File: config.mk
export PLATFORM = sky130hd
export DESIGN_NAME = ibmt_ctrl
export DESIGN_NICKNAME = d
export VERILOG_FILES = /design/src/rtl/ibmt_pkg.sv /design/src/rtl/ibmt_ctrl.sv
export SDC_FILE = /design/constraint.sdc
export NUM_CORES = 1
export LEC_CHECK = 0
export BUFFER_PORTS_ARGS = -buffer_cell sky130_fd_sc_hd__buf_4
export CAP_MARGIN = 0
export CELL_PAD_IN_SITES_DETAIL_PLACEMENT = 1
export CELL_PAD_IN_SITES_GLOBAL_PLACEMENT = 2
export CORE_AREA = 8 8 45 47
export CTS_BUF_LIST = sky130_fd_sc_hd__clkbuf_4 sky130_fd_sc_hd__clkbuf_8
export CTS_CLUSTER_DIAMETER = 60
export DETAILED_ROUTE_END_ITERATION = 8
export DIE_AREA = 0 0 53 55
export GPL_TIMING_DRIVEN = 1
export PLACE_DENSITY_LB_ADDON = 0.1
export SYNTH_ARGS = -nofsm -noshare
export SYNTH_HDL_FRONTEND = slang
export SYNTH_SLANG_ARGS = --single-unit
File: constraint.sdc
create_clock -name clk -period 1.66 [get_ports clk]
set_input_delay 0.166 -clock clk [delete_from_list [all_inputs] [get_ports clk]]
set_output_delay 0.166 -clock clk [all_outputs]
set_load 0.005 [all_outputs]
File: src/rtl/ibmt_pkg.sv
// ----------------------------------------------------------------------------
// ibmt_pkg
// Shared types, widths and codes of the interval best match tagger.
// ----------------------------------------------------------------------------
package ibmt_pkg;

	localparam int unsigned TABLE_DEPTH_DEFAULT = 1024;

	localparam int unsigned CONTIG_W = 16;
	localparam int unsigned COORD_W  = 31;
	localparam int unsigned ISIZE_W  = 32;
	localparam int unsigned DIST_W   = 32;
	localparam int unsigned MAXD_W   = 16;
	localparam int unsigned ENTRY_W  = 10;
	localparam int unsigned OVL_W    = 11;
	// Signed width that holds the span end, which may run from -1 up to 2^32 - 2.
	localparam int unsigned SPAN_W   = 34;

	localparam logic [MAXD_W-1:0] MAX_DIST_RESET = MAXD_W'(6);

	// Length of the drain state, which lets the last table read reach the best-match update.
	localparam int unsigned DRAIN_CYCLES = 2;

	localparam logic CMD_LOAD  = 1'b0;
	localparam logic CMD_QUERY = 1'b1;

	typedef struct packed {
		logic [CONTIG_W-1:0] contig;
		logic [COORD_W-1:0]  ent_start;
		logic [COORD_W-1:0]  ent_end;
		logic                strand;
	} entry_t;

	typedef enum logic [1:0] {
		ST_IDLE,
		ST_SCAN,
		ST_DRAIN,
		ST_DONE
	} state_t;

	typedef struct packed {
		logic load;
		logic capture;
		logic rd_en;
		logic finish;
	} ctrl_cmd_t;

	typedef struct packed {
		logic scan_done;
	} ctrl_stat_t;

endpackage

File: src/rtl/ibmt_ctrl.sv
// ----------------------------------------------------------------------------
// ibmt_ctrl
// Controller: sequences table loads and the per-query table scan.
// ----------------------------------------------------------------------------
module ibmt_ctrl (
	input  logic                   clk,
	input  logic                   arst_n,
	input  logic                   start,
	input  logic                   command,
	input  ibmt_pkg::ctrl_stat_t   stat,
	output ibmt_pkg::ctrl_cmd_t    cmd,
	output logic                   busy
);

	import ibmt_pkg::*;

	localparam int unsigned DRAIN_W = (DRAIN_CYCLES > 1) ? $clog2(DRAIN_CYCLES) : 1;

	state_t             state_q, state_d;
	logic [DRAIN_W-1:0] drain_q;
	logic               drain_last;

	assign drain_last = (drain_q == DRAIN_W'(DRAIN_CYCLES - 1));

	always_ff @(posedge clk or negedge arst_n) begin
		if (!arst_n) begin
			state_q <= ST_IDLE;
			drain_q <= '0;
		end else begin
			state_q <= state_d;
			if (state_q == ST_DRAIN) begin
				drain_q <= drain_q + DRAIN_W'(1);
			end else begin
				drain_q <= '0;
			end
		end
	end

	always_comb begin
		state_d = state_q;
		case (state_q)
			ST_IDLE: begin
				if (start && command == CMD_QUERY) begin
					state_d = ST_SCAN;
				end
			end
			ST_SCAN: begin
				if (stat.scan_done) begin
					state_d = ST_DRAIN;
				end
			end
			ST_DRAIN: begin
				if (drain_last) begin
					state_d = ST_DONE;
				end
			end
			ST_DONE: begin
				state_d = ST_IDLE;
			end
			default: begin
				state_d = ST_IDLE;
			end
		endcase
	end

	always_comb begin
		cmd  = '0;
		busy = 1'b1;
		case (state_q)
			ST_IDLE: begin
				busy        = 1'b0;
				cmd.load    = start && command == CMD_LOAD;
				cmd.capture = start && command == CMD_QUERY;
			end
			ST_SCAN: begin
				cmd.rd_en = !stat.scan_done;
			end
			ST_DRAIN: begin
			end
			ST_DONE: begin
				cmd.finish = 1'b1;
			end
			default: begin
			end
		endcase
	end

endmodule

==> out/results.txt, run 1 <==
GRT overflow - 0
Root Buffer - clkbuf_4
CP max-delay cell - dfrtp_1
RSZ-0062 raised after global routing - no
Max cap viols - 0
DRT Wirelength - 513 µm
Unique cell type count in the Yosys netlist - 10
Synth top area cells - dfrtp_1 35%, ha_1 23%, nor2b_4 13%
Delay of the slowest critical-path stage - 0.40 ns
Most common cell in the netlist - ha_1
Post-CTS setup repair buffer count - 0
Slew @ Worst Pin - 0.2034 ns
PwrDens - 1699 mW/mm²
Placer congestion estimate - 0.7183
Number of synthesized register bits - 3
Global-route wire length before repair - 841 µm
Mux cell area share after synthesis - 5.233%
Maximum VDD drop - 0.5253 mV
Initial DRC count - 0
Worst Setup EP - state_q[1]
Post-synth ARST share - 100.0%
Yosys top cell area share - 34.88%
Critical Path RT - 1.77 ns
Register-to-Register Setup Slack - 0.18 ns
Post-Synth Adder-Cell Area - 23.26%
Final Hold Viols - 0
TritonCTS clock tree - done
Initial antenna violation count - 0
Cells along the critical path - inv_1, ha_1, nor2b_4, a211oi_2, mux2_1
Static Leak - 0.1791 nW
Critical path class - flip-flop to flip-flop
Fmax - 675.6 MHz
H-tree levels - 1
Max clock buf depth - 2
Status - complete, no violations
CP Capture Type - flip-flop
Antenna-violating nets left - 0
Core ar. - 0.001384 mm²
Worst setup SP type - flip-flop
Syn Std Cell Area - 215.2 µm²
Critical path fanouts, max - 4
Initial core utilization - 15.55%
DP Area - 302.8 µm²
Hold buffers post-CTS - 1
R2R cell count - 5
Main combinational cell family by area after synthesis - adder cells
CP bufs+invs - 1
Die footprint - 0.002915 mm²
Synth Area in Compound Gates - 10.47%
Synth Area in Simple Gates - 20.93%
Layout area overhead - 59.30%
CP arrival - 1.59 ns
Final Cycle Share - 89.17%
Layout cells sized above 1 - 48.48%
TritonCTS Sinks - 3
Most used flip-flop cell after synthesis - dfrtp_1
Residual DRC count - 0
TNS Setup - 0 ns
Cts bufs inserted - 3
Later-pin clock latency in the skew report - 0.23 ns
Clock transition at the registers of the reported paths - 0.04 ns
# rows - 14
Port Buffer Count - 9
Fin nets - 43
Slew margin rel. - 86.42%
Vias - 170
Mapped Nets - 28
Post-synth EDFFs - 0
Post-Syn Instances - 19
Pre-antenna DRT Iters - 1
Tmin final - 1.480 ns
Cell family with most CP delay - flip-flops
Final Max Tran Viols - 0
Antenna Cells - 0
DR WL/cell - 10.47 µm
CP Launch Point - state_q[0]
Hold Path Class - input pin to asynchronous set/reset pin
Largest net degree at the start of global routing - 6
Number of global-route vias before repair - 209
Post-synth top cells - 4 x ha_1, 3 x dfrtp_1, 3 x inv_1
Yosys warns - 0
Worst Skew - 0.001989 ns
Number of I/O pins - 10
Die height - 55 µm
Synth Area in XOR/XNOR - 0%
Sequential share of the synthesized area - 34.88%
Cts repair resizes - 0
Post-route cell area - 342.8 µm²
Stages on worst setup path - 5
Die X-Extent - 53 µm
Endpoints failing setup - 0
RR Startpoint - state_q[0]
GRT Overall Usage - 4.212%
Mapped Avg Cell Area - 11.33 µm²
Reg2reg end - state_q[1]
Drt via density - 3.469
Area leader, netlist - dfrtp_1
## per-layer routing
metal  GRT usage, %  wire length [µm]  vias to the layer above
li1               -                 -                       90
met1          4.878               218                       71
met4          5.172                 0                        0
met5              0                 0                        -
met2          5.664               218                        9
met3          1.070                76                        0
## placed cells by master (no fill, tap or decap)
| master | instances |
|---|---|
| dlygate4sd3_1 | 1 |
| a211oi_2 | 1 |
| dfrtp_1 | 3 |
| and3_1 | 1 |
| nor2_1 | 1 |
| buf_4 | 9 |
| nand2_1 | 2 |
| mux2_1 | 1 |
| nor2b_4 | 2 |
| inv_1 | 3 |
| clkbuf_4 | 4 |
| o32a_1 | 1 |
| ha_1 | 4 |
## how the worst min path moves through the flow
stage / endpoint / slack, ns / cells past startpoint
after floorplan: drain_last / -0.13 / 0
after global placement: state_q[0] / -0.04 / 1
after detailed placement: drain_last / -0.04 / 1
after CTS: state_q[0] / 0.25 / 2
after global routing: state_q[0] / 0.26 / 2
final: state_q[0] / 0.27 / 2
## cell families (layout without fill, tap and decap cells)
| group | Yosys count | in the layout |
|---|---|---|
| AO/OA/AOI/OAI | 2 | 2 |
| buffers and inverters | 3 | 17 |
| AND/OR/NAND/NOR | 6 | 6 |
| multiplexers | 1 | 1 |
| flip-flops | 3 | 3 |
| adder cells (fa/ha/maj) | 4 | 4 |
## power by group
part | leakage [nW] | switching (mW) | internal, mW | total, mW
clock | 0.0184 | 0.0356 | 0.106 | 0.142
sequential | 0.0369 | 0.0351 | 0.111 | 0.146
combinational | 0.124 | 0.122 | 0.173 | 0.295
## through the flow
stage	instances	hold slack (ns)	setup slack (ns)	power, mW	utilization [%]
global route	49	0.2629	0.07249	0.6541	24.77
detailed placement	44	-0.04285	0.1646	0.4562	21.88
finish	49	0.2682	0.1799	0.5825	24.77
CTS	49	0.2541	0.1553	0.6086	24.77
global placement	44	-0.04399	0.1432	0.4567	21.88
floorplan	19	-0.1296	0.2815	0.3352	-
## layout make-up
| class | count | area [µm²] |
|---|---|---|
| Clock buffer | 4 | 30.03 |
| Fill cell | 169 | 1041 |
| Inverter | 3 | 11.26 |
| Multi-Input combinational cell | 13 | 128.9 |
| Sequential cell | 3 | 75.07 |
| Tap cell | 16 | 20.02 |
| Timing Repair Buffer | 10 | 77.57 |
## sequential cells by signal (all words and copies together) (netlist names)
signal      flops
drain_last      1
state_q         2
(Power assumes the default switching activity.)
==> run 2, diff against run 1 <==
--- a/config.mk
+++ b/config.mk
@@ -10,7 +10,7 @@
 export CELL_PAD_IN_SITES_DETAIL_PLACEMENT = 1
 export CELL_PAD_IN_SITES_GLOBAL_PLACEMENT = 2
 export CORE_AREA = 8 8 45 47
-export CTS_BUF_LIST = sky130_fd_sc_hd__clkbuf_4 sky130_fd_sc_hd__clkbuf_8
+export CTS_BUF_LIST = sky130_fd_sc_hd__clkbuf_8
 export CTS_CLUSTER_DIAMETER = 60
 export DETAILED_ROUTE_END_ITERATION = 8
 export DIE_AREA = 0 0 53 55
==> out/results.txt, run 2 (synthesized netlist as in run 1, its figures left out) <==
DRT Wirelength - 521 µm
Static Leak - 0.1876 nW
CP Capture Type - flip-flop
Critical path class - flip-flop to flip-flop
Final Max Tran Viols - 0
Worst setup SP type - flip-flop
Placed cells - 44
Fin nets - 43
Max cap viols - 0
Die height - 55 µm
Residual DRC count - 0
GRT overflow - 0
Sequential Power Share - 22.6%
TNS Setup - 0 ns
Clock transition at the registers of the reported paths - 0.03 ns
RSZ-0062 raised after global routing - no
Pre-antenna DRT Iters - 1
CP arrival - 1.57 ns
Antenna Cells - 0
Die footprint - 0.002915 mm²
Layout area overhead - 66.28%
Port Buffer Count - 9
Initial DRC count - 0
Largest reg by FF count - state_q
Global-route wire length before repair - 883 µm
Finished Layout Cells - 49
Core ar. - 0.001384 mm²
Register-to-Register Setup Slack - 0.18 ns
TritonCTS Sinks - 3
Largest net degree at the start of global routing - 6
Slew @ Worst Pin - 0.2034 ns
Cts bufs inserted - 3
Die X-Extent - 53 µm
Combinational Power Share - 45.8%
Clock share of power - 31.5%
Number of I/O pins - 10
Drt via density - 3.612
R2R cell count - 5
Root Buffer - clkbuf_8
Worst Slack Setup Final - 0.1824 ns
H-tree levels - 1
GRT Overall Usage - 4.486%
Endpoints failing setup - 0
Antenna-violating nets left - 0
# rows - 14
Slew margin rel. - 86.42%
Psw - 202.9 µW
CP bufs+invs - 1
Initial antenna violation count - 0
Maximum VDD drop - 0.6588 mV
Flip-flop count of the largest register after layout - 2
Status - complete, no violations
Number of global-route vias before repair - 215
Vias - 177
PwrDens - 1799 mW/mm²
Worst Skew - 0.001257 ns
Post-CTS setup repair buffer count - 0
DR WL/cell - 10.63 µm
Hold Path Class - input pin to asynchronous set/reset pin
DP Area - 302.8 µm²
Post-route cell area - 357.8 µm²
Pre-CTS worst setup slack - 0.1646 ns
RR Startpoint - state_q[0]
Placer congestion estimate - 0.7183
Cell family with most CP delay - flip-flops
Max clock buf depth - 2
Layout cells sized above 1 - 45.45%
Reg2reg end - state_q[1]
TritonCTS clock tree - done
Final Cycle Share - 89.01%
Fmax - 676.8 MHz
Tmin final - 1.478 ns
Initial core utilization - 15.55%
Int Pwr - 440.8 µW
Final Hold Viols - 0
CP max-delay cell - dfrtp_1
Switch share - 31.52%
Critical path fanouts, max - 4
Leading cell types in the layout, fill and taps excluded - 9 x buf_4, 4 x inv_1, 4 x ha_1
Commonest non-fill, non-tap cell in the layout - buf_4
Cells along the critical path - inv_1, ha_1, nor2b_4, a211oi_2, mux2_1
Critical Path RT - 1.75 ns
Later-pin clock latency in the skew report - 0.21 ns
Delay of the slowest critical-path stage - 0.40 ns
[run 2: changes by cell type in the layout (fill, tap and decap cells not counted)]
| cell | previous run | this run |
|---|---|---|
| clkbuf_4 | 4 | 0 |
| clkbuf_8 | 0 | 3 |
| inv_1 | 3 | 4 |
[run 2: worst register-to-register path: cells and delay by family, from the launching register on]
family	cells	cell delay, ns
adder cells (fa/ha/maj)	1	0.22
AND/OR/NAND/NOR	1	0.14
flip-flops	1	0.40
AO/OA/AOI/OAI	1	0.18
multiplexers	1	0.34
buffers and inverters	1	0.08
[run 2: power groups by stage]
stage | Clock (mW) | Sequential, mW | Combinational [mW]
final | 0.203 | 0.146 | 0.295
after global routing | 0.221 | 0.151 | 0.347
after CTS | 0.210 | 0.146 | 0.311
after detailed placement | 0 | 0.147 | 0.309
after global placement | 0 | 0.148 | 0.309
after floorplan | 0 | 0.138 | 0.197
[run 2: per-layer routing]
layer | global-route usage [%] | up-vias | wire length (µm)
met1 | 5.030 | 73 | 224
met4 | 5.172 | 0 | 15
met5 | 0 | - | 0
met2 | 5.859 | 12 | 201
met3 | 1.872 | 2 | 79
li1 | - | 90 | -
[run 2: cell type report]
class	count	area, µm²
Clock buffer	3	41.29
Fill cell	162	1026
Inverter	3	11.26
Sequential cell	3	75.07
Clock inverter	1	3.754
Tap cell	16	20.02
Multi-Input combinational cell	13	128.9
Timing Repair Buffer	10	77.57
[run 2: timing repair]
item / 4_1_cts / 5_1_grt
endpoints found under the hold margin: 3 / 0
resized for setup: 0 / 0
hold buffers: 1 / 0
[run 2: how the worst max path moves through the flow]
stage                     startpoint  cells past startpoint          to  slack (ns)
after detailed placement  state_q[0]                      5  state_q[1]        0.16
final                     state_q[0]                      5  state_q[1]        0.18
after floorplan           state_q[1]                      5  state_q[1]        0.28
after CTS                 state_q[0]                      5  state_q[1]        0.16
after global placement    state_q[0]                      5  state_q[1]        0.14
after global routing      state_q[0]                      5  state_q[1]        0.07
[run 2: through the flow]
stage          util [%]  power [mW]  hold WS, ns
2_1_floorplan         -      0.3352      -0.1296
3_3_place_gp      21.88      0.4567     -0.04399
3_5_place_dp      21.88      0.4562     -0.04285
4_1_cts           25.86      0.6680       0.2772
5_1_grt           25.86      0.7195       0.2835
6_report          25.86      0.6437       0.2860
==> run 3, diff against run 2 <==
--- a/config.mk
+++ b/config.mk
@@ -5,6 +5,7 @@
 export SDC_FILE = /design/constraint.sdc
 export NUM_CORES = 1
 export LEC_CHECK = 0
+export ABC_AREA = 1
 export BUFFER_PORTS_ARGS = -buffer_cell sky130_fd_sc_hd__buf_4
 export CAP_MARGIN = 0
 export CELL_PAD_IN_SITES_DETAIL_PLACEMENT = 1
@@ -16,6 +17,7 @@
 export DIE_AREA = 0 0 53 55
 export GPL_TIMING_DRIVEN = 1
 export PLACE_DENSITY_LB_ADDON = 0.1
+export SLEW_MARGIN = 20
 export SYNTH_ARGS = -nofsm -noshare
 export SYNTH_HDL_FRONTEND = slang
 export SYNTH_SLANG_ARGS = --single-unit
==> out/results.txt, run 3 <==
Status - complete, no violations
Number of I/O pins - 10
Initial antenna violation count - 0
Combinational Power Share - 48.9%
CP max-delay cell - dfrtp_1
Cts repair resizes - 0
Global-route wire length before repair - 1014 µm
GRT Overall Usage - 4.814%
Core ar. - 0.001384 mm²
Die footprint - 0.002915 mm²
Die X-Extent - 53 µm
Cts bufs inserted - 3
Mapped Nets - 39
DRT Wirelength - 563 µm
Leading cell types in the layout, fill and taps excluded - 9 x buf_4, 8 x inv_1, 7 x nand2_1
DR WL met3 - 82 µm
CP Capture Type - primary output
Sequential Power Share - 21.4%
Largest net degree at the start of global routing - 5
CP arrival - 1.21 ns
Psw - 256.0 µW
# rows - 14
Post-synth EDFFs - 0
Maximum VDD drop - 0.6462 mV
Port Buffer Count - 9
Unique cell type count in the Yosys netlist - 9
Max clock buf depth - 2
Fin nets - 54
Largest reg by FF count - state_q
Hold Path Class - input pin to asynchronous set/reset pin
Cells along the critical path - inv_1, ha_1, inv_2, nor2_1, buf_4
Critical path fanouts, max - 4
Final Max Tran Viols - 0
Met1 Wirelength - 246 µm
CP bufs+invs - 3
Area leader, netlist - dfrtp_1
Worst Slack Setup Final - 0.2840 ns
Synth top area cells - dfrtp_1 33%, ha_1 22%, inv_1 11%
Die height - 55 µm
Final Cycle Share - 82.89%
Pre-antenna DRT Iters - 3
Root Buffer - clkbuf_8
Fill cells - 181
Max cap viols - 0
Number of global-route vias before repair - 254
Fmax - 726.8 MHz
TritonCTS Sinks - 3
DR WL/cell - 9.383 µm
Int Pwr - 421.7 µW
Slew @ Worst Pin - 0.1478 ns
Pre-CTS worst setup slack - 0.4957 ns
Yosys warns - 0
Met2 routed WL - 234 µm
Post-synth top cells - 7 x inv_1, 7 x nand2_1, 4 x ha_1
Worst Skew - 0.0004525 ns
RSZ-0062 raised after global routing - no
Yosys top cell area share - 32.61%
Sequential share of the synthesized area - 32.61%
GRT overflow - 0
Later-pin clock latency in the skew report - 0.21 ns
Slew margin rel. - 90.14%
Most used flip-flop cell after synthesis - dfrtp_1
Post-synth ARST share - 100.0%
Initial DRC count - 1
Vias - 223
Critical path class - flip-flop to primary output
TritonCTS clock tree - done
Number of synthesized register bits - 3
Switch share - 37.77%
Multi-input gate area - 125.1 µm²
Endpoints failing setup - 0
Clock transition at the registers of the reported paths - 0.03 ns
Initial core utilization - 16.64%
Placer congestion estimate - 0.7420
Flip-flop count of the largest register after layout - 2
Hpwl dp - 486.6 µm
Commonest non-fill, non-tap cell in the layout - buf_4
Antenna Cells - 0
Post-Syn Instances - 30
Storage cell area - 75.07 µm²
Worst setup SP type - flip-flop
Final Hold Viols - 0
Critical Path RT - 1.49 ns
Highest Signal Layer - met3
Syn Std Cell Area - 230.2 µm²
Residual DRC count - 0
Mapped Avg Cell Area - 7.674 µm²
TNS Setup - 0 ns
Tmin final - 1.376 ns
Min Hold Slack - 0.2799 ns
Delay of the slowest critical-path stage - 0.41 ns
PwrDens - 1818 mW/mm²
Layout cells sized above 1 - 38.64%
Cell family with most CP delay - flip-flops
Drt via density - 3.717
Static Leak - 0.2265 nW
H-tree levels - 1
Clock share of power - 29.7%
Antenna-violating nets left - 0
Layout area overhead - 61.96%
## run 3: cell types whose count changed in the layout (fill, tap and decap cells not counted), moves of 2 or more
cell,change
nand4_1,+2
nand2_2,+3
nor2b_4,-2
inv_1,+4
nand2_1,+5
## run 3: timing repair
action | CTS | global route
endpoints found under the hold margin | 3 | 0
buffers inserted | 0 | 0
hold buffers | 1 | 0
## run 3: kinds of logic after synthesis
group / count (synthesis) / share of synthesized area, %
adder cells (fa/ha/maj): 4 / 21.74
flip-flops: 3 / 32.61
buffers and inverters: 8 / 13.04
AND/OR/NAND/NOR: 15 / 32.61
## run 3: power groups by stage
stage	logic, mW	registers (mW)	clock network (mW)
floorplan	0.226	0.136	0
global placement	0.342	0.146	0
detailed placement	0.340	0.147	0
CTS	0.346	0.146	0.207
global route	0.398	0.153	0.220
finish	0.332	0.145	0.201
## run 3: metrics by stage
step           total power [mW]  cells  area, µm²  util (%)
3_3_place_gp             0.4880     55      317.8     22.97
6_report                 0.6777     60      372.9     26.94
2_1_floorplan            0.3628     30      230.2         -
5_1_grt                  0.7709     60      372.9     26.94
3_5_place_dp             0.4870     55      317.8     22.97
4_1_cts                  0.6989     60      372.9     26.94
## run 3: path summary, 6_finish.rpt
kind,from,to,slack [ns],cells after the start
setup reg to reg,state_q[0],state_q[1],0.54,6
setup / recovery,state_q[0],cmd[2],0.28,5
min in group clk,stat,state_q[0],0.36,5
hold / removal,arst_n,state_q[1],0.28,2
max in group asynchronous,arst_n,drain_last,1.29,2
hold reg to reg,drain_last,drain_last,0.53,3
## run 3: layer usage
layer  global-route usage (%)  vias to the layer above
met5                        0                        -
met4                    5.172                        0
met3                    2.139                        0
met2                    6.445                        9
met1                    5.335                       98
li1                         -                      116
## run 3: final cells by class
class / count / share of cell area (%)
Tap cell: 16 / 5.369
Multi-Input combinational cell: 19 / 33.56
Clock buffer: 3 / 11.07
Timing Repair Buffer: 10 / 20.81
Clock inverter: 1 / 1.007
Inverter: 8 / 8.054
Sequential cell: 3 / 20.13
